--- src/hdl/scrolling_waveform_column_runs_assert.svh ---
// Assertion macros shared by the block's checking code.
`ifndef SCROLLING_WAVEFORM_COLUMN_RUNS_ASSERT_SVH
`define SCROLLING_WAVEFORM_COLUMN_RUNS_ASSERT_SVH

// Clocked assertion, switched off while reset is asserted.
`define SWCR_ASSERT_CLK(lbl, clk, rst_n, prop) \
    lbl: assert property (@(posedge clk) disable iff (!rst_n) (prop)) \
        else $error("scrolling waveform column runs: assertion failed");

// Same on the block's own clock and reset.
`define SWCR_ASSERT(lbl, prop) `SWCR_ASSERT_CLK(lbl, i_clk, i_rst_n, prop)

`endif

--- src/hdl/swcr_pkg.sv ---
`timescale 1ns / 1ps

package swcr_pkg;

    localparam int unsigned SMP_W  = 12;
    localparam int unsigned LVL_W  = 8;
    localparam int unsigned COL_W  = 8;
    localparam int unsigned LEN_W  = 7;
    localparam int unsigned P2P_W  = 7;
    localparam int unsigned PROD_W = SMP_W + LVL_W;
    localparam int unsigned REM_W  = SMP_W + 1;

    // Screen height in rows above row zero
    localparam logic [LVL_W-1:0] TOP_LEVEL = 8'd125;
    // Converter full scale, the divisor of the scaling
    localparam logic [REM_W-1:0] ADC_FULL  = 13'd4095;

    localparam logic [LVL_W-1:0] FMIN_RST  = 8'd127;
    localparam logic [COL_W-1:0] LIMIT_RST = 8'd128;

    // Configuration port
    localparam int unsigned DATA_W = 32;
    localparam int unsigned ADDR_W = 3;
    localparam logic [ADDR_W-3:0] REG_SCROLL_LIMIT = 1'd0;

    localparam int unsigned Q_DEPTH_DEF = 2;

    localparam logic COLOUR_BG    = 1'b0;
    localparam logic COLOUR_TRACE = 1'b1;

    // One column's worth of drawing, handed from front to back
    typedef struct packed {
        logic [COL_W-1:0] col;
        logic [LVL_W-1:0] lo;
        logic [LVL_W-1:0] hi;
        logic [P2P_W-1:0] p2p;
    } t_col_rec;

endpackage

--- src/hdl/swcr_if.sv ---
`timescale 1ns / 1ps

interface swcr_in_if;
    logic                        valid;
    logic                        ready;
    logic [swcr_pkg::SMP_W-1:0]  adc_sample;

    modport source (output valid, output adc_sample, input ready);
    modport sink   (input valid, input adc_sample, output ready);
endinterface

interface swcr_out_if;
    logic                        valid;
    logic                        ready;
    logic [swcr_pkg::COL_W-1:0]  column;
    logic                        run_colour;
    logic [swcr_pkg::LEN_W-1:0]  run_length;
    logic [swcr_pkg::P2P_W-1:0]  peak_to_peak;
    logic                        last_run;

    modport source (output valid, output column, output run_colour, output run_length,
                    output peak_to_peak, output last_run, input ready);
    modport sink   (input valid, input column, input run_colour, input run_length,
                    input peak_to_peak, input last_run, output ready);
endinterface

--- src/hdl/swcr_front.sv ---
`timescale 1ns / 1ps

module swcr_front (
    input  logic                        i_clk,
    input  logic                        i_rst_n,
    input  logic [swcr_pkg::COL_W-1:0]  i_scroll_limit,
    swcr_in_if.sink                     i_smp,
    input  logic                        i_full,
    output logic                        o_push,
    output swcr_pkg::t_col_rec          o_rec
);

    logic                          r_a_vld, n_a_vld;
    logic [swcr_pkg::PROD_W-1:0]   r_a_prod;
    logic                          r_b_vld, n_b_vld;
    logic [swcr_pkg::LVL_W-1:0]    r_b_lvl;

    logic [swcr_pkg::LVL_W-1:0]    r_prev, n_prev;
    logic [swcr_pkg::COL_W-1:0]    r_col, n_col;
    logic [swcr_pkg::LVL_W-1:0]    r_fmax, n_fmax;
    logic [swcr_pkg::LVL_W-1:0]    r_fmin, n_fmin;

    logic                          w_acc, w_b_adv, w_push;
    logic [swcr_pkg::LVL_W-1:0]    w_q0, w_quot, w_lvl;
    logic [swcr_pkg::REM_W-1:0]    w_rem0;
    logic [swcr_pkg::LVL_W-1:0]    w_hi, w_lo, w_max, w_min, w_p2p_full;
    logic [swcr_pkg::COL_W-1:0]    w_col_inc;
    logic                          w_wrap;

    assign w_push   = r_b_vld && !i_full;
    assign w_b_adv  = r_a_vld && (!r_b_vld || w_push);
    assign i_smp.ready = !r_a_vld || w_b_adv;
    assign w_acc    = i_smp.valid && i_smp.ready;

    // Divide by 4095: estimate by the shift, then one correction step
    assign w_q0   = r_a_prod[swcr_pkg::PROD_W-1:swcr_pkg::SMP_W];
    assign w_rem0 = {1'b0, r_a_prod[swcr_pkg::SMP_W-1:0]}
                  + {{(swcr_pkg::REM_W-swcr_pkg::LVL_W){1'b0}}, w_q0};
    assign w_quot = (w_rem0 >= swcr_pkg::ADC_FULL) ? w_q0 + 8'd1 : w_q0;
    assign w_lvl  = swcr_pkg::TOP_LEVEL - w_quot;

    always_comb begin
        if (r_b_lvl > r_prev) begin
            w_hi = r_b_lvl;
            w_lo = r_prev;
        end else begin
            w_hi = r_prev;
            w_lo = r_b_lvl;
        end
        w_max      = (r_b_lvl > r_fmax) ? r_b_lvl : r_fmax;
        w_min      = (r_b_lvl < r_fmin) ? r_b_lvl : r_fmin;
        w_p2p_full = (w_max >= w_min) ? w_max - w_min : '0;
        w_col_inc  = r_col + 8'd1;
        w_wrap     = w_col_inc > i_scroll_limit;

        n_prev = r_b_lvl;
        if (w_wrap) begin
            // restart the frame at this level
            n_col  = '0;
            n_fmax = r_b_lvl;
            n_fmin = r_b_lvl;
        end else begin
            n_col  = w_col_inc;
            n_fmax = w_max;
            n_fmin = w_min;
        end

        n_a_vld = w_acc ? 1'b1 : (w_b_adv ? 1'b0 : r_a_vld);
        n_b_vld = w_b_adv ? 1'b1 : (w_push ? 1'b0 : r_b_vld);
    end

    assign o_push    = w_push;
    assign o_rec.col = r_col;
    assign o_rec.lo  = w_lo;
    assign o_rec.hi  = w_hi;
    assign o_rec.p2p = w_p2p_full[swcr_pkg::P2P_W-1:0];

    always_ff @(posedge i_clk) begin
        if (!i_rst_n) begin
            r_a_vld <= 1'b0;
            r_b_vld <= 1'b0;
            r_prev  <= '0;
            r_col   <= '0;
            r_fmax  <= '0;
            r_fmin  <= swcr_pkg::FMIN_RST;
        end else begin
            r_a_vld <= n_a_vld;
            r_b_vld <= n_b_vld;
            if (w_push) begin
                r_prev <= n_prev;
                r_col  <= n_col;
                r_fmax <= n_fmax;
                r_fmin <= n_fmin;
            end
        end
    end

    always_ff @(posedge i_clk) begin
        if (w_acc) begin
            r_a_prod <= swcr_pkg::PROD_W'(i_smp.adc_sample)
                      * swcr_pkg::PROD_W'(swcr_pkg::TOP_LEVEL);
        end
        if (w_b_adv) begin
            r_b_lvl <= w_lvl;
        end
    end

endmodule

--- src/hdl/swcr_queue.sv ---
`timescale 1ns / 1ps

module swcr_queue #(
    parameter int unsigned DEPTH = swcr_pkg::Q_DEPTH_DEF
) (
    input  logic                i_clk,
    input  logic                i_rst_n,
    input  logic                i_push,
    input  swcr_pkg::t_col_rec  i_rec,
    output logic                o_full,
    input  logic                i_pop,
    output swcr_pkg::t_col_rec  o_rec,
    output logic                o_empty
);

    localparam int unsigned PTR_W = (DEPTH > 1) ? $clog2(DEPTH) : 1;
    localparam int unsigned CNT_W = $clog2(DEPTH + 1);
    localparam logic [PTR_W-1:0] PTR_LAST = PTR_W'(DEPTH - 1);
    localparam logic [CNT_W-1:0] CNT_FULL = CNT_W'(DEPTH);

    swcr_pkg::t_col_rec  r_slot [DEPTH];
    logic [PTR_W-1:0]    r_wr, n_wr;
    logic [PTR_W-1:0]    r_rd, n_rd;
    logic [CNT_W-1:0]    r_cnt, n_cnt;

    assign o_full  = r_cnt == CNT_FULL;
    assign o_empty = r_cnt == '0;
    assign o_rec   = r_slot[r_rd];

    always_comb begin
        n_wr  = r_wr;
        n_rd  = r_rd;
        n_cnt = r_cnt;
        if (i_push) begin
            n_wr = (r_wr == PTR_LAST) ? '0 : r_wr + 1'b1;
        end
        if (i_pop) begin
            n_rd = (r_rd == PTR_LAST) ? '0 : r_rd + 1'b1;
        end
        if (i_push && !i_pop) begin
            n_cnt = r_cnt + 1'b1;
        end else if (i_pop && !i_push) begin
            n_cnt = r_cnt - 1'b1;
        end
    end

    always_ff @(posedge i_clk) begin
        if (!i_rst_n) begin
            r_wr  <= '0;
            r_rd  <= '0;
            r_cnt <= '0;
        end else begin
            r_wr  <= n_wr;
            r_rd  <= n_rd;
            r_cnt <= n_cnt;
        end
    end

    always_ff @(posedge i_clk) begin
        if (i_push) begin
            r_slot[r_wr] <= i_rec;
        end
    end

endmodule

--- src/hdl/swcr_back.sv ---
`timescale 1ns / 1ps

module swcr_back (
    input  logic                i_clk,
    input  logic                i_rst_n,
    input  swcr_pkg::t_col_rec  i_rec,
    input  logic                i_empty,
    output logic                o_pop,
    swcr_out_if.source          o_run
);

    localparam logic [1:0] RUN_LOW   = 2'd0;
    localparam logic [1:0] RUN_TRACE = 2'd1;
    localparam logic [1:0] RUN_HIGH  = 2'd2;

    logic [1:0]                    r_idx, n_idx;
    logic                          r_vld, n_vld;
    logic [swcr_pkg::COL_W-1:0]    r_col;
    logic                          r_colour, n_colour;
    logic [swcr_pkg::LEN_W-1:0]    r_len;
    logic [swcr_pkg::LVL_W-1:0]    n_len_full;
    logic [swcr_pkg::P2P_W-1:0]    r_p2p;
    logic                          r_last, n_last;
    logic                          w_load;

    // load the next run whenever the queue holds a column and the output word is empty or being taken
    assign w_load = !i_empty && (!r_vld || o_run.ready);
    assign o_pop  = w_load && (r_idx == RUN_HIGH);

    always_comb begin
        case (r_idx)
            RUN_LOW: begin
                n_colour   = swcr_pkg::COLOUR_BG;
                n_len_full = i_rec.lo + 8'd1;
                n_last     = 1'b0;
                n_idx      = RUN_TRACE;
            end
            RUN_TRACE: begin
                n_colour   = swcr_pkg::COLOUR_TRACE;
                n_len_full = i_rec.hi - i_rec.lo + 8'd1;
                n_last     = 1'b0;
                n_idx      = RUN_HIGH;
            end
            RUN_HIGH: begin
                n_colour   = swcr_pkg::COLOUR_BG;
                n_len_full = (swcr_pkg::TOP_LEVEL >= i_rec.hi)
                           ? swcr_pkg::TOP_LEVEL - i_rec.hi : '0;
                n_last     = 1'b1;
                n_idx      = RUN_LOW;
            end
            default: begin
                n_colour   = swcr_pkg::COLOUR_BG;
                n_len_full = '0;
                n_last     = 1'b0;
                n_idx      = RUN_LOW;
            end
        endcase
        n_vld = w_load ? 1'b1 : (o_run.ready ? 1'b0 : r_vld);
    end

    always_ff @(posedge i_clk) begin
        if (!i_rst_n) begin
            r_idx <= RUN_LOW;
            r_vld <= 1'b0;
        end else begin
            r_vld <= n_vld;
            if (w_load) begin
                r_idx <= n_idx;
            end
        end
    end

    always_ff @(posedge i_clk) begin
        if (w_load) begin
            r_col    <= i_rec.col;
            r_colour <= n_colour;
            r_len    <= n_len_full[swcr_pkg::LEN_W-1:0];
            r_p2p    <= i_rec.p2p;
            r_last   <= n_last;
        end
    end

    assign o_run.valid        = r_vld;
    assign o_run.column       = r_col;
    assign o_run.run_colour   = r_colour;
    assign o_run.run_length   = r_len;
    assign o_run.peak_to_peak = r_p2p;
    assign o_run.last_run     = r_last;

endmodule

--- src/hdl/scrolling_waveform_column_runs.sv ---
// Scrolling waveform column runs.
// i_smp carries one 12-bit converter sample per word; o_run carries the pixel runs
// that draw it into the current display column: background below the trace, the
// trace segment from the previous level to the new one, and background up to the
// top row, each with the frame's peak-to-peak level. last_run marks the third.
// The APB port holds scroll_limit at address 0, the last column before wrap.
// A sample's product, then its screen level, is registered; its column record is
// queued, then its first run is loaded into the output word; the other two follow
// if o_run is ready. Throughput: one run per cycle while o_run is ready; the run
// serializer in the back end, emitting one run word a cycle, sets this.
// A two-entry column queue sits between the scaling front end and the serializer,
// so a sample is taken while runs of earlier samples still wait at the output.
// When o_run stalls the output word holds, the queue fills and then i_smp.ready
// drops until runs are taken again.
// Reset (synchronous, active low) clears column, previous level and frame maximum,
// sets the frame minimum to 127 and scroll_limit to 128, and empties the pipeline.
`timescale 1ns / 1ps
`include "scrolling_waveform_column_runs_assert.svh"

module scrolling_waveform_column_runs #(
    parameter int unsigned Q_DEPTH = swcr_pkg::Q_DEPTH_DEF
) (
    input  logic                          i_clk,
    input  logic                          i_rst_n,
    input  logic                          psel,
    input  logic                          penable,
    input  logic                          pwrite,
    input  logic [swcr_pkg::ADDR_W-1:0]   paddr,
    input  logic [swcr_pkg::DATA_W-1:0]   pwdata,
    output logic [swcr_pkg::DATA_W-1:0]   prdata,
    output logic                          pready,
    swcr_in_if.sink                       i_smp,
    swcr_out_if.source                    o_run
);

    logic [swcr_pkg::COL_W-1:0]  r_scroll_limit;
    logic                        w_reg_sel, w_wr;
    logic                        w_push, w_full, w_pop, w_empty;
    swcr_pkg::t_col_rec          w_in_rec, w_out_rec;

    assign pready    = 1'b1;
    assign w_reg_sel = paddr[swcr_pkg::ADDR_W-1:2] == swcr_pkg::REG_SCROLL_LIMIT;
    assign w_wr      = psel && penable && pwrite && pready;
    assign prdata    = w_reg_sel
                     ? {{(swcr_pkg::DATA_W-swcr_pkg::COL_W){1'b0}}, r_scroll_limit}
                     : '0;

    always_ff @(posedge i_clk) begin
        if (!i_rst_n) begin
            r_scroll_limit <= swcr_pkg::LIMIT_RST;
        end else if (w_wr && w_reg_sel) begin
            r_scroll_limit <= pwdata[swcr_pkg::COL_W-1:0];
        end
    end

    swcr_front u_front (
        .i_clk          (i_clk),
        .i_rst_n        (i_rst_n),
        .i_scroll_limit (r_scroll_limit),
        .i_smp          (i_smp),
        .i_full         (w_full),
        .o_push         (w_push),
        .o_rec          (w_in_rec)
    );

    swcr_queue #(
        .DEPTH (Q_DEPTH)
    ) u_queue (
        .i_clk   (i_clk),
        .i_rst_n (i_rst_n),
        .i_push  (w_push),
        .i_rec   (w_in_rec),
        .o_full  (w_full),
        .i_pop   (w_pop),
        .o_rec   (w_out_rec),
        .o_empty (w_empty)
    );

    swcr_back u_back (
        .i_clk   (i_clk),
        .i_rst_n (i_rst_n),
        .i_rec   (w_out_rec),
        .i_empty (w_empty),
        .o_pop   (w_pop),
        .o_run   (o_run)
    );

    `SWCR_ASSERT(a_queue_no_overflow, w_push |-> !w_full)
    `SWCR_ASSERT(a_queue_no_underflow, w_pop |-> !w_empty)
    `SWCR_ASSERT(a_p2p_in_range, o_run.valid |-> (o_run.peak_to_peak <= swcr_pkg::TOP_LEVEL))
    `SWCR_ASSERT(a_trace_not_last, (o_run.valid && o_run.run_colour == swcr_pkg::COLOUR_TRACE) |-> (!o_run.last_run && o_run.run_length != '0))

endmodule

--- src/flat_wrapper.sv ---
// flat-port wrapper written by rule: the top's interface ports become plain ports
module scrolling_waveform_column_runs_flat 
#(
    parameter int unsigned Q_DEPTH = swcr_pkg::Q_DEPTH_DEF
)
  (i_clk, i_rst_n, psel, penable, pwrite, paddr, pwdata, prdata, pready, i_smp_valid, i_smp_adc_sample, i_smp_ready, o_run_valid, o_run_column, o_run_run_colour, o_run_run_length, o_run_peak_to_peak, o_run_last_run, o_run_ready);
  swcr_in_if i_smp_i ();
  swcr_out_if o_run_i ();
  input  logic i_clk;
  input  logic i_rst_n;
  input  logic psel;
  input  logic penable;
  input  logic pwrite;
  input  logic [swcr_pkg::ADDR_W-1:0] paddr;
  input  logic [swcr_pkg::DATA_W-1:0] pwdata;
  output logic [swcr_pkg::DATA_W-1:0] prdata;
  output logic pready;
  input wire logic [$bits(i_smp_i.valid)-1:0] i_smp_valid;
  input wire logic [$bits(i_smp_i.adc_sample)-1:0] i_smp_adc_sample;
  output wire logic [$bits(i_smp_i.ready)-1:0] i_smp_ready;
  output wire logic [$bits(o_run_i.valid)-1:0] o_run_valid;
  output wire logic [$bits(o_run_i.column)-1:0] o_run_column;
  output wire logic [$bits(o_run_i.run_colour)-1:0] o_run_run_colour;
  output wire logic [$bits(o_run_i.run_length)-1:0] o_run_run_length;
  output wire logic [$bits(o_run_i.peak_to_peak)-1:0] o_run_peak_to_peak;
  output wire logic [$bits(o_run_i.last_run)-1:0] o_run_last_run;
  input wire logic [$bits(o_run_i.ready)-1:0] o_run_ready;
  assign i_smp_i.valid = i_smp_valid;
  assign i_smp_i.adc_sample = i_smp_adc_sample;
  assign i_smp_ready = i_smp_i.ready;
  assign o_run_valid = o_run_i.valid;
  assign o_run_column = o_run_i.column;
  assign o_run_run_colour = o_run_i.run_colour;
  assign o_run_run_length = o_run_i.run_length;
  assign o_run_peak_to_peak = o_run_i.peak_to_peak;
  assign o_run_last_run = o_run_i.last_run;
  assign o_run_i.ready = o_run_ready;
  scrolling_waveform_column_runs #(.Q_DEPTH(Q_DEPTH)) u_core (.i_clk(i_clk), .i_rst_n(i_rst_n), .psel(psel), .penable(penable), .pwrite(pwrite), .paddr(paddr), .pwdata(pwdata), .prdata(prdata), .pready(pready), .i_smp(i_smp_i), .o_run(o_run_i));
endmodule
--- config.mk ---
export PLATFORM = sky130hd
export DESIGN_NAME = scrolling_waveform_column_runs_flat
export DESIGN_NICKNAME = d
export VERILOG_FILES = /design/src/hdl/swcr_pkg.sv /design/src/hdl/swcr_if.sv /design/src/hdl/swcr_front.sv /design/src/hdl/swcr_queue.sv /design/src/hdl/swcr_back.sv /design/src/hdl/scrolling_waveform_column_runs.sv /design/src/flat_wrapper.sv
export VERILOG_INCLUDE_DIRS = /design/src /design/src/hdl
export SDC_FILE = /design/constraint.sdc
export NUM_CORES = 1
export LEC_CHECK = 0
export ABC_CLOCK_PERIOD_IN_PS = 9500
export BUFFER_PORTS_ARGS = -buffer_cell sky130_fd_sc_hd__buf_2
export CORE_MARGIN = 2
export CORE_UTILIZATION = 45
export CTS_CLUSTER_DIAMETER = 60
export DETAILED_ROUTE_END_ITERATION = 8
export SLEW_MARGIN = 20
export SYNTH_ARGS = -nofsm -noshare
export SYNTH_HDL_FRONTEND = slang
export SYNTH_SLANG_ARGS = --single-unit
--- constraint.sdc ---
create_clock -name i_clk -period 9.5 [get_ports i_clk]
set_input_delay 1.9 -clock i_clk [delete_from_list [all_inputs] [get_ports i_clk]]
set_output_delay 1.9 -clock i_clk [all_outputs]
set_load 0.02 [all_outputs]
# Yosys cells after proc, flatten, opt, wreduce, memory -nomap -nowiden
# Memories as Yosys holds them, arrays and structs flattened. A register that Yosys moved wholly into a read port is not among the register bits.
# Cells that the tools add are included.
# totals
reg_bits,100
ram_bits,62
input_bits,54
out_inout_bits,59
wordCells,100
n_memories,1
# mem_list
name,depth,word_bits,read_ports,rd_clocked_by_memory_dff,write_ports,line_no,rtl
u_core.u_queue.r_slot,2,31,1,1,1,swcr_queue.sv:21,swcr_pkg::t_col_rec r_slot [DEPTH];
# op_classes
add_sub_neg,13
mul,1
magnitude_cmp,7
eq_ne,3
muxes,29
bitwise_logic,1
n_reduce_logical,26
# op_table
op,n
$mux W8,9
$gt A8 B8 Y1,3
$pmux W7 S3,1
$mul A12 B7 Y19 const B,1
$add A7 B1 Y7 const B,2
$mux W1,14
$mux W7,2
$sub A7 B7 Y7,2
$add A12 B7 Y13,1
$ge A13 B12 Y1 const B,1
$logic_and A1 B1 Y1,10
$add A7 B1 Y8 const B,1
$add A8 B1 Y8 const B,1
$ge A7 B8 Y1 const A,1
$ge A8 B8 Y1,1
$lt A8 B8 Y1,1
$reduce_bool A2 Y1,4
$sub A7 B8 Y8 const A,1
$logic_not A1 Y1,7
$sub A7 B7 Y7 const A,1
$eq A2 B2 Y1 const B,2
$logic_not A2 Y1,2
$mux W2,2
$pmux W2 S2,1
other kinds (6),9

# Logic depth before layout (Yosys ltp)
# logic_depth
depth_word,8
depth_mapped,21
depth_no_buf,21

# By module
# From an unflattened synthesis, not the netlist that was laid out.
# unflattened
cells_unflattened,980
hier_area_um2,10777.8
# modules_own_cells
mod,n_inst,cells_each,area_each_um2,seq_area_each_um2
swcr_front,1,674,6261.0,1491.4
swcr_queue,1,118,2444.8,1961.9
swcr_back,1,118,1476.4,780.7
scrolling_waveform_column_runs,1,70,595.6,160.2

# Worst setup path before layout
# OpenSTA, ideal clock, no wires.
# synth_path
path_kind,input to register
from,input port i_smp_adc_sample[0]
to,register u_core.u_front.r_a_prod[17] (netlist name) (data pin)
setup_time_ns,0.258
arrival_ns,5.506
required_ns,9.242
setup_slack_ns,3.736
stages,15
n_path_buf,0
cell_sequence,fa_1 fa_1 inv_1 fa_1 fa_1 inv_1 ha_1 a21oi_1 o21bai_1 a21oi_1 o21ai_0 a211oi_1 o31ai_1 a21oi_1 xnor2_1
# synth_via
elab_chain_cells,1
# synth_rtl
element,line_no,rtl
"start, declared",flat_wrapper.sv:19,input wire logic [$bits(i_smp_i.adc_sample)-1:0] i_smp_adc_sample;
$mul A12 B7 Y19,swcr_front.sv:101,* swcr_pkg::PROD_W'(swcr_pkg::TOP_LEVEL);
"end signal, assigned",swcr_front.sv:100,r_a_prod <= swcr_pkg::PROD_W'(i_smp.adc_sample)
"end, declared",swcr_front.sv:14,logic [swcr_pkg::PROD_W-1:0] r_a_prod;
# Every way passes these cells.
# A chain may end at the register's enable or synchronous reset.

# Worst setup path in the final report
# Ends and elaborated chain as after synthesis.

==> metrics.md <==
| Metric | Value |
|---|---|
| Final setup TNS | 0 ns |
| Number of standard cells after synthesis | 973 |
| Static leakage | 0.005014 uW |
| Count of final setup violators | 0 |
| Number of fill cells | 2182 |
| Required time of the critical path | 9.68 ns |
| Area grow syn2layout | 10.39% |
| Number of cells in the finished layout apart from fillers | 1367 |
| Outcome | finished clean |
| Starting Density | 0.4581 |
| Post-synth design cell area | 0.01072 sq mm |
| Number of hold violations in the final report | 0 |
| Final critical delay including setup and external delays | 5.672 ns |
| Synth Flop Type | sky130_fd_sc_hd__edfxtp_1 |
| Global routing usage summed across all routing layers | 0.1542 |
| DRT Wirelength | 18.22 mm |
| Pin count of the biggest net entering global routing | 51 |
| Global-route wire length before repair | 30.84 mm |
| Final net count | 1239 |
| Peak supply drop | 0.1278 mV |
| Leading cell types by total area after synthesis | sky130_fd_sc_hd__edfxtp_1 (31%), sky130_fd_sc_hd__ha_1 (13%), sky130_fd_sc_hd__dfxtp_1 (9.3%) |
| Die outline height | 158.3 um |
| Area of the die | 0.02507 sq mm |
| Cell Count Post-Placement | 1335 |
| Number of detailed-route iterations in the first pass | 5 |
| Fraction of layout cells with a size suffix above 1 | 0.1555 |
| Post-synthesis sequential element count | 161 |
| CTS Root Cell | sky130_fd_sc_hd__clkbuf_16 |
| Sequential-to-total area share from yosys stat | 0.4043 |
| Post-synth EDFFs | 111 |
| Unrepaired setup endpoints after global routing | false |
| Startpoint Class | input port |
| Actual transition at the worst max-transition pin | 0.9750 ns |
| Maximum fanout count along the critical path | 5 |
| DR iter-0 viols | 248 |
| Clock latency reported for the late side of the worst-skew pair | 0.42 ns |
| Relative slew slack | 0.3500 |
| Post-detailed-route via-to-cell ratio | 4.865 |
| Share of the synthesized area in the top cell type | 0.3109 |
| Worst Setup Path Type | in -> reg |
| Die W | 158.3 um |
| Clock-pin slew on the worst setup and hold paths | 0.07 ns |
| Core area | 0.02340 sq mm |
| Vias in the first global route | 6517 |
| Total of hold buffers inserted after clock tree synthesis | 0 |
| Register cell area after layout | 0.004334 sq mm |
| Yosys top cell by area | sky130_fd_sc_hd__edfxtp_1 |
| Async S/R FF share, synth | 0 |
| MaxCap Viol Count | 0 |
| Placement Rows | 56 |
| Residual DRC | 0 |
| Critical Path Sink Type | flop |
| Detailed placer's ending HPWL | 13.88 mm |
| Number of antenna violations at the first check in global routing | 0 |
| Finished Core Util | 0.5057 |
| Buffers added on ports | 61 |
| Fmax achieved | 176.3 MHz |
| Htree depth | 4 |
| Setup repair bufs after CTS | 0 |
| Worst-case hold slack | 0.4657 ns |
| Synth Area per Inst | 11.02 sq um |
| Setup WS pre-CTS | 3.342 ns |
| Top-level port count | 113 |
| Multi-input logic area | 0.005763 sq mm |
| Number of resized instances in the post-cts repair step | 0 |
| Worst hold path class | reg -> reg |
| Count of unique library cells instantiated by Yosys | 70 |
| Data arrival time at the worst-slack endpoint | 5.85 ns |
| Worst setup margin | 3.829 ns |
| Largest buffer count on any clock path | 2 |
| Clk sinks | 161 |
| Final ANT Viol Nets | 0 |
| Clock Skew | 0.006713 ns |
| Final worst path period share | 0.5970 |
| Max Slew Vio Count | 0 |
| Number of vias after detailed routing | 6650 |
| Total congestion overflow | 0 |
| Synth warnings | 0 |
| Cts bufs inserted | 17 |
| CTS tree | yes |
| Ant. Diodes | 0 |
| Power Dens Cells | 228.7 mW/mm^2 |
| Routability-driven placement congestion ratio | 0.8028 |
| DR WL/cell | 13.32 um |
flip-flops by register name, indices dropped and copies added (netlist names), 8 cells and up, named ones only:
name,count
u_core.u_front.r_prev,8
u_core.u_back.o_run.column,8
u_core.u_front.r_fmax,8
u_core.u_front.r_col,8
u_core.r_scroll_limit,8
u_core.u_front.n_prev,8
u_core.u_front.r_fmin,8
u_core.u_queue.r_slot,60
u_core.u_front.r_a_prod,19
cell usage in the layout (no fill, tap or decap), types with 4 or more instances in the layout:
| cell type | synthesis | layout |
|---|---|---|
| sky130_fd_sc_hd__inv_1 | 111 | 111 |
| sky130_fd_sc_hd__a21boi_0 | 20 | 20 |
| sky130_fd_sc_hd__nor2b_1 | 29 | 29 |
| sky130_fd_sc_hd__nand2b_1 | 4 | 4 |
| sky130_fd_sc_hd__buf_4 | 26 | 5 |
| sky130_fd_sc_hd__nand2_1 | 73 | 73 |
| sky130_fd_sc_hd__nand3_1 | 15 | 15 |
| sky130_fd_sc_hd__o21a_1 | 12 | 12 |
| sky130_fd_sc_hd__and3_1 | 9 | 8 |
| sky130_fd_sc_hd__edfxtp_1 | 111 | 111 |
| sky130_fd_sc_hd__o21bai_1 | 5 | 5 |
| sky130_fd_sc_hd__and2_1 | 6 | 6 |
| sky130_fd_sc_hd__a21o_1 | 15 | 15 |
| sky130_fd_sc_hd__o21ai_0 | 20 | 20 |
| sky130_fd_sc_hd__buf_2 | 1 | 61 |
| sky130_fd_sc_hd__ha_1 | 109 | 109 |
| sky130_fd_sc_hd__clkbuf_16 | 0 | 17 |
| sky130_fd_sc_hd__nand4_1 | 4 | 4 |
| sky130_fd_sc_hd__xor2_1 | 21 | 21 |
| sky130_fd_sc_hd__nor2_1 | 48 | 46 |
| sky130_fd_sc_hd__fa_1 | 41 | 41 |
| sky130_fd_sc_hd__dfxtp_1 | 50 | 50 |
| sky130_fd_sc_hd__a21oi_1 | 35 | 35 |
| sky130_fd_sc_hd__mux2_2 | 41 | 41 |
| sky130_fd_sc_hd__xnor2_1 | 33 | 33 |
| sky130_fd_sc_hd__nor3_1 | 7 | 7 |
| sky130_fd_sc_hd__mux2i_1 | 36 | 36 |
| sky130_fd_sc_hd__conb_1 | 2 | 25 |
| sky130_fd_sc_hd__inv_8 | 0 | 4 |
| sky130_fd_sc_hd__o22ai_1 | 9 | 9 |
synth_stat cells, drive strengths merged (5+ instances only):
master  instances
dfxtp          50
mux2i          36
buf            31
fa             41
nand3          15
ha            109
a21boi         20
o22ai           9
edfxtp        111
o21a           12
xor2           21
nor3            7
or2             5
nor2b          29
xnor2          33
nor2           48
a21o           16
nand4b          5
clkbuf         15
o21ai          23
a21oi          35
inv           111
and2            7
nand2          73
o21bai          5
and3           11
mux2           41
per-layer routing:
metal | up-vias | wire, um | part of all wire | GRT usage
li1 | 3472 | - | - | -
met1 | 3084 | 8770 | 0.48 | 0.1940
met2 | 74 | 8790 | 0.48 | 0.2704
met3 | 20 | 390 | 0.021 | 0.02858
met4 | 0 | 265 | 0.015 | 0.04547
met5 | - | 0 | 0 | 0
final cells by class:
type	count	area share
multi-input cells	677	0.4870
flip-flops and latches	161	0.3663
clock buffers	17	0.03595
inverters	112	0.03553
well taps	319	0.03373
repair buffers	66	0.02897
clock inverters	15	0.01258
stage by stage:
stage / instance area [sq um] / total power [uW]
global route: 11830 / 2923
finish: 11830 / 2706
global placement: 11260 / 2068
CTS: 11830 / 2740
floorplan: 10810 / 1883
detailed placement: 11260 / 2075
where the power goes:
group,leakage [uW],internal [uW],total [uW],switching [uW]
Sequential,0.00144,883,957,74.1
Clock,0.000274,348,650,302
Combinational,0.00330,503,1100,596
worst paths after layout:
path	start	to	slack, ns	cells past startpoint
max	i_smp_adc_sample[0]	u_core.u_front.r_a_prod[17]	3.83	16
min	u_core.r_scroll_limit[4]	u_core.r_scroll_limit[4]	0.47	2
min reg2reg	u_core.r_scroll_limit[4]	u_core.r_scroll_limit[4]	0.47	2
max reg2reg	u_core.u_front.n_prev[1]	u_core.u_queue.r_slot[0][5]	4.39	18
kinds of logic after synthesis:
kind of cell / count (synthesis) / share of synthesized area
buf+inv: 158 / 0.06676
flops: 161 / 0.4043
mux: 77 / 0.07668
compound gates: 148 / 0.09571
xor+xnor: 54 / 0.04412
fa+ha+maj: 150 / 0.2038
other cells: 2 / 0.0007005
simple gates: 223 / 0.1080
worst max-delay path, cell delays in order:
cell and delay [ns]:
sky130_fd_sc_hd__buf_2 0.15, sky130_fd_sc_hd__fa_1 0.53, sky130_fd_sc_hd__fa_1 0.51, sky130_fd_sc_hd__inv_1 0.05
sky130_fd_sc_hd__fa_1 0.47, sky130_fd_sc_hd__fa_1 0.51, sky130_fd_sc_hd__inv_1 0.04, sky130_fd_sc_hd__ha_1 0.32
sky130_fd_sc_hd__a21oi_1 0.22, sky130_fd_sc_hd__o21bai_1 0.08, sky130_fd_sc_hd__a21oi_1 0.21, sky130_fd_sc_hd__o21ai_0 0.17
sky130_fd_sc_hd__a211oi_1 0.31, sky130_fd_sc_hd__o31ai_1 0.12, sky130_fd_sc_hd__a21oi_1 0.18, sky130_fd_sc_hd__xnor2_1 0.08
Note: power is estimated with default switching activity, not from simulation.
